==> src/rtl/fbdrt_pkg.sv <==
// fbdrt_pkg: shared types, command and status codes, default screen geometry
// for the framebuffer dirty rectangle tracker. No dependencies.
`default_nettype none

package fbdrt_pkg;

	// default screen geometry
	localparam int DEF_SCREEN_WIDTH    = 320;
	localparam int DEF_SCREEN_HEIGHT   = 240;
	localparam int DEF_BYTES_PER_PIXEL = 3;

	// command codes
	localparam logic [1:0] ACT_MARK  = 2'd0;
	localparam logic [1:0] ACT_GET   = 2'd1;
	localparam logic [1:0] ACT_CLEAR = 2'd2;
	localparam logic [1:0] ACT_FLUSH = 2'd3;

	// result status codes
	localparam logic [1:0] ST_OK        = 2'd0;
	localparam logic [1:0] ST_BOUNDS    = 2'd1;
	localparam logic [1:0] ST_NOT_MEM   = 2'd2;
	localparam logic [1:0] ST_INVISIBLE = 2'd3;

	// display modes, only the memory-backed one allows mark and flush
	localparam logic [1:0] MODE_TEXT     = 2'd0;
	localparam logic [1:0] MODE_DIRECT   = 2'd1;
	localparam logic [1:0] MODE_MEMORY   = 2'd2;
	localparam logic [1:0] MODE_RESERVED = 2'd3;

	typedef struct packed {
		logic [15:0] h;
		logic [15:0] w;
		logic [15:0] y;
		logic [15:0] x;
	} rect_t;

	typedef struct packed {
		logic [1:0]  status;
		logic [17:0] start_addr;
		logic [7:0]  h;
		logic [8:0]  w;
		logic [7:0]  y;
		logic [8:0]  x;
	} res_t;

endpackage

`default_nettype wire

==> src/rtl/fbdrt_box.sv <==
// fbdrt_box: dirty box state and the single-pass command evaluation.
// Depends on fbdrt_pkg.
`default_nettype none

module fbdrt_box #(
	parameter int SCREEN_WIDTH    = fbdrt_pkg::DEF_SCREEN_WIDTH,
	parameter int SCREEN_HEIGHT   = fbdrt_pkg::DEF_SCREEN_HEIGHT,
	parameter int BYTES_PER_PIXEL = fbdrt_pkg::DEF_BYTES_PER_PIXEL
) (
	input  wire                  clk,
	input  wire                  arst_n,
	input  wire                  fire,
	input  wire [1:0]            mode,
	input  wire [1:0]            act,
	input  fbdrt_pkg::rect_t     rect,
	output fbdrt_pkg::res_t      res
);

	localparam int XW = $clog2(SCREEN_WIDTH + 1);
	localparam int YW = $clog2(SCREEN_HEIGHT + 1);
	localparam int ROW_BYTES = SCREEN_WIDTH * BYTES_PER_PIXEL;

	logic          box_valid_q;
	logic [XW-1:0] box_x_q, box_w_q;
	logic [YW-1:0] box_y_q, box_h_q;

	logic          nxt_valid;
	logic [XW-1:0] nxt_x, nxt_w;
	logic [YW-1:0] nxt_y, nxt_h;

	logic [16:0] rx, ry, rw, rh;
	logic [16:0] bx, by, bw, bh;
	logic [16:0] left, top, right, bottom;
	logic [16:0] sx, sy, sw, sh, cw, ch;
	logic        mem_mode, empty, in_bounds, off_screen;
	logic [31:0] ox, oy, ow, oh, oa;
	logic [1:0]  st;

	always_comb begin
		rx = {1'b0, rect.x};
		ry = {1'b0, rect.y};
		rw = {1'b0, rect.w};
		rh = {1'b0, rect.h};
		bx = 17'(box_x_q);
		by = 17'(box_y_q);
		bw = 17'(box_w_q);
		bh = 17'(box_h_q);
		mem_mode = (mode == fbdrt_pkg::MODE_MEMORY);
		empty = (rect.w == 16'd0) || (rect.h == 16'd0);
		in_bounds = (rx < 17'(SCREEN_WIDTH)) && (ry < 17'(SCREEN_HEIGHT)) &&
			(rx + rw <= 17'(SCREEN_WIDTH)) && (ry + rh <= 17'(SCREEN_HEIGHT));

		// union of the marked rectangle and the current box
		left   = (rx < bx) ? rx : bx;
		top    = (ry < by) ? ry : by;
		right  = (rx + rw > bx + bw) ? rx + rw : bx + bw;
		bottom = (ry + rh > by + bh) ? ry + rh : by + bh;

		// flush picks the given rect, else the box, else the full screen
		if (!empty) begin
			sx = rx; sy = ry; sw = rw; sh = rh;
		end else if (box_valid_q) begin
			sx = bx; sy = by; sw = bw; sh = bh;
		end else begin
			sx = 17'd0; sy = 17'd0;
			sw = 17'(SCREEN_WIDTH); sh = 17'(SCREEN_HEIGHT);
		end
		off_screen = (sw == 17'd0) || (sh == 17'd0) ||
			(sx >= 17'(SCREEN_WIDTH)) || (sy >= 17'(SCREEN_HEIGHT));
		cw = (sx + sw > 17'(SCREEN_WIDTH)) ? 17'(SCREEN_WIDTH) - sx : sw;
		ch = (sy + sh > 17'(SCREEN_HEIGHT)) ? 17'(SCREEN_HEIGHT) - sy : sh;

		nxt_valid = box_valid_q;
		nxt_x = box_x_q;
		nxt_y = box_y_q;
		nxt_w = box_w_q;
		nxt_h = box_h_q;
		st = fbdrt_pkg::ST_OK;
		ox = 32'd0;
		oy = 32'd0;
		ow = 32'd0;
		oh = 32'd0;
		oa = 32'd0;

		case (act)
			fbdrt_pkg::ACT_MARK: begin
				if (!mem_mode) begin
					st = fbdrt_pkg::ST_NOT_MEM;
				end else if (empty) begin
					st = fbdrt_pkg::ST_OK;
				end else if (!in_bounds) begin
					st = fbdrt_pkg::ST_BOUNDS;
				end else if (!box_valid_q) begin
					nxt_valid = 1'b1;
					nxt_x = rx[XW-1:0];
					nxt_y = ry[YW-1:0];
					nxt_w = rw[XW-1:0];
					nxt_h = rh[YW-1:0];
				end else begin
					nxt_x = left[XW-1:0];
					nxt_y = top[YW-1:0];
					nxt_w = XW'(right - left);
					nxt_h = YW'(bottom - top);
				end
			end
			fbdrt_pkg::ACT_GET: begin
				if (box_valid_q) begin
					ox = 32'(box_x_q);
					oy = 32'(box_y_q);
					ow = 32'(box_w_q);
					oh = 32'(box_h_q);
				end
			end
			fbdrt_pkg::ACT_CLEAR: begin
				nxt_valid = 1'b0;
				nxt_x = '0;
				nxt_y = '0;
				nxt_w = '0;
				nxt_h = '0;
			end
			fbdrt_pkg::ACT_FLUSH: begin
				if (!mem_mode) begin
					st = fbdrt_pkg::ST_NOT_MEM;
				end else if (off_screen) begin
					st = fbdrt_pkg::ST_INVISIBLE;
				end else begin
					ox = 32'(sx);
					oy = 32'(sy);
					ow = 32'(cw);
					oh = 32'(ch);
					oa = 32'(sy) * 32'(ROW_BYTES) + 32'(sx) * 32'(BYTES_PER_PIXEL);
				end
			end
			default: begin
				st = fbdrt_pkg::ST_OK;
			end
		endcase

		res.status     = st;
		res.x          = ox[8:0];
		res.y          = oy[7:0];
		res.w          = ow[8:0];
		res.h          = oh[7:0];
		res.start_addr = oa[17:0];
	end

	always_ff @(posedge clk or negedge arst_n) begin
		if (!arst_n) begin
			box_valid_q <= 1'b0;
			box_x_q <= '0;
			box_y_q <= '0;
			box_w_q <= '0;
			box_h_q <= '0;
		end else if (fire) begin
			box_valid_q <= nxt_valid;
			box_x_q <= nxt_x;
			box_y_q <= nxt_y;
			box_w_q <= nxt_w;
			box_h_q <= nxt_h;
		end
	end

endmodule

`default_nettype wire

==> src/rtl/framebuffer_dirty_rect_tracker.sv <==
// framebuffer_dirty_rect_tracker: top level with input register, result
// register and display mode register. Depends on fbdrt_pkg and fbdrt_box.
//
// Keeps one bounding box around every rectangle marked since the last clear
// and answers mark, get, clear and flush commands, one result per command.
// A command is taken on every cycle in which the input register is empty or
// its command moves on to the result register at the same edge. A result is
// offered once its command has been evaluated out of the input register into
// the result register, and transfers when the receiver takes it. Throughput
// is one command per clock while the receiver takes results, set by the single
// evaluation pass between the two registers, which also updates the box; while
// the receiver holds off, up to two commands wait inside. The display mode may
// only be written while no command is in flight.
`default_nettype none

module framebuffer_dirty_rect_tracker #(
	parameter int SCREEN_WIDTH    = fbdrt_pkg::DEF_SCREEN_WIDTH,
	parameter int SCREEN_HEIGHT   = fbdrt_pkg::DEF_SCREEN_HEIGHT,
	parameter int BYTES_PER_PIXEL = fbdrt_pkg::DEF_BYTES_PER_PIXEL
) (
	input  wire         clk,
	input  wire         arst_n,
	input  wire         cfg_valid,
	output logic        cfg_ready,
	input  wire  [1:0]  cfg_data,   // display_mode
	input  wire         s_tvalid,
	output logic        s_tready,
	input  wire  [63:0] s_tdata,    // rect_x, rect_y, rect_w, rect_h
	input  wire  [1:0]  s_tuser,    // action
	output logic        m_tvalid,
	input  wire         m_tready,
	output logic [55:0] m_tdata,    // out_x, out_y, out_w, out_h, start_addr, zero pad
	output logic [1:0]  m_tuser     // status
);

	logic [1:0]        mode_q;
	logic              valid_s1;
	logic [1:0]        act_s1;
	fbdrt_pkg::rect_t  rect_s1;
	logic              valid_s2;
	fbdrt_pkg::res_t   res_s2;
	fbdrt_pkg::res_t   res;
	logic              out_free, advance;

	assign cfg_ready = 1'b1;
	assign out_free  = !valid_s2 || m_tready;
	assign advance   = valid_s1 && out_free;
	assign s_tready  = !valid_s1 || advance;

	always_ff @(posedge clk or negedge arst_n) begin
		if (!arst_n) begin
			mode_q <= fbdrt_pkg::MODE_TEXT;
		end else if (cfg_valid && cfg_ready) begin
			mode_q <= cfg_data;
		end
	end

	always_ff @(posedge clk or negedge arst_n) begin
		if (!arst_n) begin
			valid_s1 <= 1'b0;
			valid_s2 <= 1'b0;
		end else begin
			if (s_tready) begin
				valid_s1 <= s_tvalid;
			end
			if (out_free) begin
				valid_s2 <= valid_s1;
			end
		end
	end

	always_ff @(posedge clk) begin
		if (s_tvalid && s_tready) begin
			act_s1  <= s_tuser;
			rect_s1 <= s_tdata;
		end
		if (advance) begin
			res_s2 <= res;
		end
	end

	fbdrt_box #(
		.SCREEN_WIDTH   (SCREEN_WIDTH),
		.SCREEN_HEIGHT  (SCREEN_HEIGHT),
		.BYTES_PER_PIXEL(BYTES_PER_PIXEL)
	) u_box (
		.clk   (clk),
		.arst_n(arst_n),
		.fire  (advance),
		.mode  (mode_q),
		.act   (act_s1),
		.rect  (rect_s1),
		.res   (res)
	);

	assign m_tvalid = valid_s2;
	assign m_tuser  = res_s2.status;
	assign m_tdata  = {4'd0, res_s2.start_addr, res_s2.h, res_s2.w, res_s2.y, res_s2.x};

endmodule

`default_nettype wire

==> config.mk <==
export PLATFORM = sky130hd
export DESIGN_NAME = framebuffer_dirty_rect_tracker
export DESIGN_NICKNAME = d
export VERILOG_FILES = /design/src/rtl/fbdrt_pkg.sv /design/src/rtl/fbdrt_box.sv /design/src/rtl/framebuffer_dirty_rect_tracker.sv
export SDC_FILE = /design/constraint.sdc
export NUM_CORES = 1
export LEC_CHECK = 0
export BUFFER_PORTS_ARGS = -buffer_cell sky130_fd_sc_hd__buf_2
export CORE_UTILIZATION = 45
export DETAILED_ROUTE_END_ITERATION = 10
export GPL_ROUTABILITY_DRIVEN = 1
export PLACE_DENSITY = 0.61
export SYNTH_ARGS = -nofsm -noshare
export SYNTH_HDL_FRONTEND = slang
export SYNTH_SLANG_ARGS = --single-unit
==> constraint.sdc <==
create_clock -name clk -period 15.4 [get_ports clk]
set_clock_uncertainty 0.15 [all_clocks]
set_input_delay 0.77 -clock clk [delete_from_list [all_inputs] [get_ports clk]]
set_output_delay 0.77 -clock clk [all_outputs]
set_load 0.01 [all_outputs]
=== Yosys cells after proc, flatten, opt, wreduce, memory -nomap -nowiden ===
Index checks and enable logic that the tools add are counted.

* Add/sub/neg operators: 11
* $mul: 2
* Order comparisons: 12
* Equality and inequality tests: 7
* Multiplexer cells: 60
* Bitwise gates (word level): 2
* Reduce and logical (&&, ||, !) cells: 21

{| class="wikitable"
|+ Operator list
! cell !! count
|-
| 2-to-1 mux 9 bit || 19
|-
| 2-to-1 mux 8 bit || 19
|-
| one-hot mux 9 bit (2 select lines) || 4
|-
| adder 16 x 16 -> 17 bit || 4
|-
| 2-to-1 mux 16 bit || 4
|-
| one-hot mux 8 bit (2 select lines) || 4
|-
| zero test 17 bit || 2
|-
| zero test 16 bit || 2
|-
| adder 18 bit || 1
|-
| multiplier 16 x 2 -> 18 bit (second input constant) || 1
|-
| > comparator 17 x 10 -> 1 bit || 1
|-
| > comparator 17 x 8 -> 1 bit (second input constant) || 1
|-
| > comparator 17 x 9 -> 1 bit || 1
|-
| > comparator 17 x 9 -> 1 bit (second input constant) || 1
|-
| <= comparator 17 x 8 -> 1 bit (second input constant) || 1
|-
| <= comparator 17 x 9 -> 1 bit (second input constant) || 1
|-
| greater-or-equal comparator 16 x 8 -> 1 bit (second input constant) || 1
|-
| greater-or-equal comparator 16 x 9 -> 1 bit (second input constant) || 1
|-
| less-than comparator 16 x 8 -> 1 bit || 1
|-
| less-than comparator 16 x 8 -> 1 bit (second input constant) || 1
|-
| less-than comparator 16 x 9 -> 1 bit || 1
|-
| less-than comparator 16 x 9 -> 1 bit (second input constant) || 1
|-
| multiplier 16 x 4 -> 12 bit (second input constant) || 1
|-
| adder 9 x 9 -> 10 bit || 1
|-
| other kinds (21) || 41
|}

* Bits in registers: 159
* Bits of input ports: 73
* Output and inout bits: 61
* Word-level logic and storage cells: 134

=== Longest topological paths before layout ===
Gate-level depths: netlist of run 1.

* Word-level depth: 10
* Gate-level depth with buffers: 31

=== Hierarchy ===
From an unflattened synthesis of run 1, not the netlist that was laid out.

* Cells, all modules: 1,657
* Area, all modules: 14,984.4 um^2

{| class="wikitable"
|+ Modules (own cells, without submodules)
! module !! times used !! cells an instance !! area an instance (um^2) !! sequential area each (um^2)
|-
| fbdrt_box || 1 || 1,518 || 11,159.5 || 875.8
|-
| framebuffer_dirty_rect_tracker || 1 || 139 || 3,824.9 || 3,703.6
|}

=== Least setup slack after synthesis of run 1 ===
Ideal clock, no wire load.

* Path kind: register to register
* Start: register rect_s1[49] (netlist bit)
* End: register res_s2, in the netlist m_tdata[51], data pin
* Library setup time: 266 ps
* Arrival: 6,484 ps
* Slack: 8,500 ps
* Stages on the path, launching flop included: 28
* Period minus slack after synthesis: 6,900 ps
* Path through: edfxtp_1 or4_4 nor4_1 a21oi_1 clkbuf_1 clkbuf_1 clkbuf_1 clkbuf_1 clkbuf_1 a21oi_1 ha_1 ha_1 fa_1 fa_1 a21oi_1 nor2_1 nor2_1 o21bai_1 a21oi_1 xnor2_1 fa_1 inv_1 ha_1 nand2_1 o41a_1 o21ai_0 xnor2_1 nor2_1

* Longest elaborated chain between the ends: 8

{| class="wikitable"
|+ Ends and longest elaborated chain
! element !! RTL line !! text
|-
| from (decl) || framebuffer_dirty_rect_tracker.sv:39 || <nowiki>fbdrt_pkg::rect_t rect_s1;</nowiki>
|-
| from (signal assigned) || framebuffer_dirty_rect_tracker.sv:75 || <nowiki>rect_s1 <= s_tdata;</nowiki>
|-
| parallel branches: the longest is 8 deep, another holds adder 18 bit || - ||
|-
| to (signal assigned) || framebuffer_dirty_rect_tracker.sv:78 || <nowiki>res_s2 <= res;</nowiki>
|-
| to (decl) || framebuffer_dirty_rect_tracker.sv:41 || <nowiki>fbdrt_pkg::res_t res_s2;</nowiki>
|}

Parallel ways; which one is timed is not known.
A chain may end at the register's enable or synchronous reset.

=== Worst setup path in the final report of run 1 ===
* Start: register rect_s1[50] (netlist bit)
* End: register res_s2, in the netlist m_tdata[51], data pin

The elaborated chain is that of the path after synthesis.

==> results of run 1 <==
cell type report:
class / count / area (sq um)
Clock buffer: 19 / 432.9
Clock inverter: 13 / 121.4
Fill cell: 2976 / 15580
Inverter: 131 / 491.7
Multi-Input combinational cell: 1246 / 9498
Sequential cell: 159 / 4581
Tap cell: 435 / 544.3
Timing Repair Buffer: 137 / 708.2
worst max-delay path, cell delays in order (launching register included):
cell and delay (ps):
edfxtp_1 520, or4_1 640, nor4_1 1000, a21oi_4 370, buf_4 360, a21o_1 260
inv_1 140, ha_1 260, ha_1 330, fa_1 520, fa_1 450, a21oi_1 140
nor2_1 50, nor2_1 160, o21bai_1 90, a21oi_1 220, xnor2_1 110, fa_1 490
inv_1 40, ha_1 340, nand2_1 80, o41a_1 350, o21ai_0 240, xnor2_1 150
nor2_1 50
path summary, 6_finish.rpt:
| path | startpoint | end | slack (ps) | depth (start not counted) |
|---|---|---|---|---|
| min in group clk | s_tdata[22] | rect_s1[22] | 330 | 1 |
| min reg2reg | valid_s1 | m_tvalid | 340 | 1 |
| min | arst_n | valid_s1 | 300 | 1 |
| max in group asynchronous | arst_n | u_box.box_valid_q | 14160 | 1 |
| max | rect_s1[50] | m_tdata[51] | 7610 | 24 |
| max reg2reg | rect_s1[50] | m_tdata[51] | 7610 | 24 |
power by group through the flow:
stage               logic (mW)  registers (mW)  clock network (mW)
floorplan                0.518           0.515                   0
global placement         0.656           0.521                   0
detailed placement       0.670           0.521                   0
CTS                      0.676           0.512               0.428
global route             0.765           0.514               0.444
finish                   0.676           0.512               0.419
layer usage:
| layer | GRT usage, % | up-vias | wire, microns | part of all wire [%] |
|---|---|---|---|---|
| met5 | 0 | - | 0 | 0 |
| met4 | 11.87 | 0 | 1679 | 3.9 |
| met3 | 3.912 | 93 | 2266 | 5.3 |
| met2 | 45.32 | 407 | 20710 | 48 |
| met1 | 32.26 | 6010 | 18320 | 43 |
| li1 | - | 5990 | - | - |
per-stage QoR:
| stage | utilization (%) | worst slack [ps] | hold WS, ps |
|---|---|---|---|
| after global routing | 51.24 | 7257 | 316.1 |
| after CTS | 51.24 | 7715 | 308.8 |
| final | 51.24 | 7612 | 299.8 |
| after global placement | 49.50 | 7938 | 324.7 |
| after floorplan | - | 8500 | 307.2 |
| after detailed placement | 49.50 | 7733 | 330.9 |
synthesized netlist by cell type, drive strengths merged, types with 5 or more instances:
library cell,instances,share of area (%)
a21boi,6,0.30
xor2,30,1.8
o21ai,101,3.5
a21o,37,1.9
inv,131,3.3
a2111oi,5,0.30
a22oi,5,0.25
a211oi,13,0.66
xnor2,68,4.0
a41oi,5,0.30
nor2b,23,0.97
ha,184,16
nor2,96,2.4
buf,13,0.58
a31oi,20,0.85
and3,25,1.1
or4,10,0.61
nand4,7,0.34
clkbuf,38,0.97
mux2i,48,3.3
or3,15,0.64
nand3,30,1.0
o21bai,23,1.2
and2,30,1.3
a21oi,106,3.6
nand2,119,3.0
nor4,16,0.80
fa,33,4.5
o211ai,14,0.71
o21a,14,0.71
nand2b,20,0.85
mux2,6,0.46
nor3,29,0.98
dfrtp,39,6.6
a22o,12,0.71
edfxtp,120,24
nand3b,6,0.30
o2bb2ai,26,1.5
sequential cells by signal (all words and copies together), names as in the netlist:
name	count
m_tuser	2
u_box.box_x_q	9
u_box.box_h_q	8
mode_q	2
u_box.box_valid_q	1
rect_s1	64
act_s1	2
valid_s1	1
u_box.box_w_q	9
m_tvalid	1
m_tdata	52
u_box.box_y_q	8
cell families after synthesis:
logic type,Yosys count,share of synthesized area (%)
AO/OA/AOI/OAI,431,19.29
XOR/XNOR,98,5.810
adder cells (fa/ha/maj),218,20.12
buffers and inverters,182,4.886
flip-flops,159,31.00
multiplexers,54,3.709
other,2,0.05083
AND/OR/NAND/NOR,440,15.13
==> flow_summary.json, run 1 <==
{
  "cts_resized": 0,
  "ys_types": 81,
  "routed_via_density": 5.841,
  "total_power_mw": 1.607,
  "drt_iter0_markers": 762,
  "seq_power_share_pct": 31.9,
  "cts_tree": "yes",
  "yosysWarnings": 0,
  "n_antenna_cell": 0,
  "core_sq_um": 31960,
  "layout-drive-gt1-share_pct": 11.50,
  "grt_pass1_vias": 12440,
  "p_int_mw": 0.9936,
  "port_buffers": 128,
  "cap_violations": 0,
  "yosysSeqAreaShare_pct": 31.00,
  "synth_edf_count": 120,
  "synth.avg_cell_area_sq_um": 9.327,
  "nets": 1982,
  "clkTransAtPathRegs_ps": 80,
  "fp-row-count": 65,
  "critPathRequiredTime_ps": 15440,
  "ctsRootBufferMaster": "clkbuf_16",
  "synth-main-ff-cell": "edfxtp_1",
  "cp-start-kind": "flip-flop",
  "pwr-share-comb_pct": 42.1,
  "path_max_fanout": 36,
  "grt_usage_pct": 26.23,
  "fmax_mhz": 128.4,
  "synthArstFlopShare_pct": 24.53,
  "period_needed_ps": 7788,
  "ir_worst_vdd_mv": 0.07877,
  "dp.cells": 2108,
  "syn_to_final_growth_pct": 10.85,
  "start_util_pct": 46.22,
  "criticalPathCategory": "reg -> reg",
  "maxSlewHeadroom_pct": 13.28,
  "grt_first_pass_wirelength_microns": 66980,
  "syn_inst": 1584,
  "drt_wl_total_microns": 42970,
  "tns_ps": 0,
  "power_density_nw_per_um2": 98.15,
  "stdcell_count": 2140,
  "cts_max_path_buffers": 2,
  "clockPowerShare_pct": 26.1,
  "layout_commonest_cell": "ha_1",
  "placed_cell_area_sq_um": 15820,
  "clk_latency_ps": 460,
  "htree_levels": 4,
  "drt_pass1_iterations": 5,
  "syn_area_sq_um": 14770,
  "hold_buffers": 0,
  "tightest_slew_ps": 1289,
  "die_x_microns": 183.2,
  "end_kind": "flip-flop",
  "cts.sinks": 159,
  "p_leak_nw": 7.264,
  "drc": 0,
  "overflow": 0,
  "finalCritPeriodShare_pct": 50.57,
  "rsz0062_at_grt": "no",
  "final-setup-viol-count": 0,
  "critPathArrivalTime_ps": 7830,
  "outcome": "complete, no violations",
  "wl_per_cell_microns": 20.08,
  "ios": 134,
  "hold_violations": 0,
  "power.net_switching_mw": 0.6137,
  "place_congestion": 0.9246,
  "final_cell_mix": "ha_1, inv_1, buf_2",
  "grt_max_degree": 67,
  "grt_antenna_before_repair": 0,
  "ant_nets": 0,
  "worstHoldPathType": "in -> async",
  "die_area_sq_um": 33560,
  "cts_setup_buffers": 0,
  "stdcell_area_sq_um": 16380,
  "hpwl_microns": 33270,
  "power_switching_share_pct": 38.18,
  "cts_buffers": 17,
  "finalMaxSlewViolations": 0,
  "synth_seq_cells": 159,
  "die_h_microns": 183.2,
  "vias": 12500
}
(Power assumes the default switching activity.)
==> inputs of run 2 (changes only) <==
--- a/config.mk
+++ b/config.mk
@@ -5,6 +5,7 @@
 export SDC_FILE = /design/constraint.sdc
 export NUM_CORES = 1
 export LEC_CHECK = 0
+export ABC_AREA = 1
 export BUFFER_PORTS_ARGS = -buffer_cell sky130_fd_sc_hd__buf_2
 export CORE_UTILIZATION = 45
 export DETAILED_ROUTE_END_ITERATION = 10
==> constraint.sdc (replaced) <==
create_clock -name clk -period 7.4 [get_ports clk]
set_clock_uncertainty 0.15 [all_clocks]
set_input_delay 0.37 -clock clk [delete_from_list [all_inputs] [get_ports clk]]
set_output_delay 0.37 -clock clk [all_outputs]
set_load 0.01 [all_outputs]
==> run 2 against run 1 <==
Via count grew 20%. Combinational power grew to 4.7 times the previous value. Sequential share of layout area shrank 2.7 points. Worst setup slack lost 6800 ps. Utilization grew 1.2 points. Critical path type unchanged. Critical path depth grew 2. Worst hold slack lost 290 ps.
==> flow_summary.json, run 2 <==
{
  "outcome": "complete, no violations",
  "grt_pass1_vias": 14160,
  "n_antenna_cell": 0,
  "ios": 134,
  "cp-start-kind": "flip-flop",
  "wl_per_cell_microns": 18.21,
  "finalCritPeriodShare_pct": 88.87,
  "cap_violations": 0,
  "maxSlewHeadroom_pct": 22.47,
  "synth_top_area_cell": "edfxtp_1",
  "syn_to_final_growth_pct": 14.41,
  "end_kind": "flip-flop",
  "yosysSeqAreaShare_pct": 28.87,
  "pwr-share-comb_pct": 57.7,
  "yosysMostFrequentCell": "nand2_1",
  "power.net_switching_mw": 2.610,
  "layout-drive-gt1-share_pct": 11.29,
  "clk_latency_ps": 450,
  "synth_seq_cells": 159,
  "clockPowerShare_pct": 17.3,
  "seq_area_sq_um": 4579,
  "grt_antenna_before_repair": 0,
  "fmax_mhz": 152.1,
  "grt_first_pass_wirelength_microns": 77180,
  "core_sq_um": 34630,
  "cts_tree": "yes",
  "criticalPathCategory": "reg -> reg",
  "die_x_microns": 189.8,
  "rsz0062_at_grt": "no",
  "drt_pass1_iterations": 6,
  "largest_register_ffs": 64,
  "clkTransAtPathRegs_ps": 70,
  "drc": 0,
  "tightest_slew_ps": 1152,
  "multi_input_area_sq_um": 9976,
  "hpwl_microns": 39580,
  "synth_top_cell_area_share_pct": 22.71,
  "critPathArrivalTime_ps": 6630,
  "routed_via_density": 5.529,
  "r2r_slack_ps": 820,
  "slowest_stage": "o21ai_0",
  "p_int_mw": 2.898,
  "fp-row-count": 68,
  "regMostFlops": "rect_s1",
  "critPathRequiredTime_ps": 7460,
  "htree_levels": 4,
  "cpPeakStageDelay_ps": 660,
  "power_switching_share_pct": 47.39,
  "die_h_microns": 189.8,
  "tns_ps": 0,
  "vias": 15050,
  "total_power_mw": 5.508,
  "yosys-top-cells-count": "nand2_1, inv_1, ha_1",
  "ctsRootBufferMaster": "clkbuf_16",
  "p_leak_nw": 8.902,
  "synth_area_leaders": "edfxtp_1, ha_1, nand2_1, dfrtp_1, inv_1",
  "synth_edf_count": 120,
  "ir_worst_vdd_mv": 0.1842,
  "cts_max_path_buffers": 2,
  "drt_wl_total_microns": 49560,
  "worstHoldPathType": "in -> reg",
  "grt_usage_pct": 27.87,
  "seq_power_share_pct": 25.0,
  "synth.avg_cell_area_sq_um": 7.653,
  "port_buffers": 128,
  "nets": 2545,
  "cts.sinks": 159,
  "finalMaxSlewViolations": 0,
  "final_cell_mix": "nand2_1, inv_1, ha_1",
  "overflow": 0,
  "ant_nets": 0,
  "final-setup-viol-count": 0,
  "die_area_sq_um": 36010,
  "synthArstFlopShare_pct": 24.53,
  "hold_violations": 0,
  "num-fill-cells": 3295,
  "path_max_fanout": 42,
  "layout_commonest_cell": "nand2_1",
  "grt_max_degree": 44,
  "syn_inst": 2073,
  "ys_types": 61,
  "yosysWarnings": 0,
  "place_congestion": 0.9761,
  "drt_iter0_markers": 1196,
  "syn_area_sq_um": 15860,
  "start_util_pct": 45.81,
  "period_needed_ps": 6576,
  "power_density_nw_per_um2": 303.5,
  "cts_buffers": 17,
  "synth-main-ff-cell": "edfxtp_1"
}
==> run 2: changes by cell type in the layout (fill, tap and decap cells not counted), sizes merged, moves of 43 or more <==
cell | previous run | this run
nand2 | 119 | 518
inv | 141 | 272
dlygate4sd3 | 0 | 68
nand3 | 30 | 133
mux2i | 48 | 0
nor2 | 96 | 161
xnor2 | 68 | 25
o21ai | 101 | 173
==> run 2: cell families after synthesis <==
family / share of synthesized area [%]
flops: 28.87
compound gates: 14.20
simple gates: 25.58
xor+xnor: 4.235
fa+ha+maj: 18.68
mux: 0.07098
other cells: 0.04734
buf+inv: 8.321
==> run 2: through the flow <==
step,std cells,utilization (%),setup WS (ps),area (sq um),hold WS (ps)
2_1_floorplan,2076,-,1189,15880,-75.59
3_3_place_gp,2623,48.71,1071,16870,346.9
3_5_place_dp,2623,48.71,866.6,16870,366.7
4_1_cts,2722,52.41,844.4,18150,4.539
5_1_grt,2722,52.41,222.0,18150,0.7696
6_report,2722,52.41,823.9,18150,12.88
==> run 2: worst paths after layout <==
| kind | endpoint | depth (start not counted) | startpoint |
|---|---|---|---|
| max | m_tdata[51] | 26 | rect_s1[49] |
| max in group asynchronous | u_box.box_w_q[3] | 2 | arst_n |
| min in group asynchronous | u_box.box_y_q[1] | 2 | arst_n |
| min reg2reg | mode_q[0] | 1 | mode_q[0] |
| min | valid_s1 | 3 | s_tvalid |
| max reg2reg | m_tdata[51] | 26 | rect_s1[49] |
==> run 2: worst max-delay path, delay by kind of cell, from the launching register on <==
| family | cells | cell delay (ps) |
|---|---|---|
| adder cells (fa/ha/maj) | 5 | 2190 |
| AND/OR/NAND/NOR | 11 | 1170 |
| AO/OA/AOI/OAI | 7 | 1740 |
| XOR/XNOR | 1 | 180 |
| flip-flops | 1 | 530 |
| buffers and inverters | 2 | 350 |
==> run 2: routing by layer <==
metal	routed length, microns	share of wire, %	global-route usage, %
met5	0	0	0
met4	1196	2.4	8.437
met1	23000	46	39.94
met3	3407	6.9	3.652
met2	21960	44	43.52
==> run 2: final cells by class <==
class	instances	share of cell area, %
clock inverters	11	0.9031
clock buffers	20	2.406
inverters	274	5.667
well taps	455	3.137
repair buffers	206	7.693
flip-flops and latches	159	25.23
multi-input cells	1597	54.96
==> run 2: power groups by stage <==
| stage | Clock, mW | Combinational, mW | Sequential (mW) |
|---|---|---|---|
| 4_1_cts | 0.955 | 3.15 | 1.37 |
| 5_1_grt | 0.986 | 3.62 | 1.39 |
| 6_report | 0.951 | 3.18 | 1.38 |
| 2_1_floorplan | 0 | 2.36 | 1.29 |
| 3_3_place_gp | 0 | 3.06 | 1.38 |
| 3_5_place_dp | 0 | 3.10 | 1.39 |
==> run 2: timing repair <==
| action | in CTS | in global routing |
|---|---|---|
| hold endpoints to repair | 105 | 0 |
| gates resized for setup | 0 | 0 |
| buffers inserted | 0 | 0 |
| hold buffers | 68 | 0 |
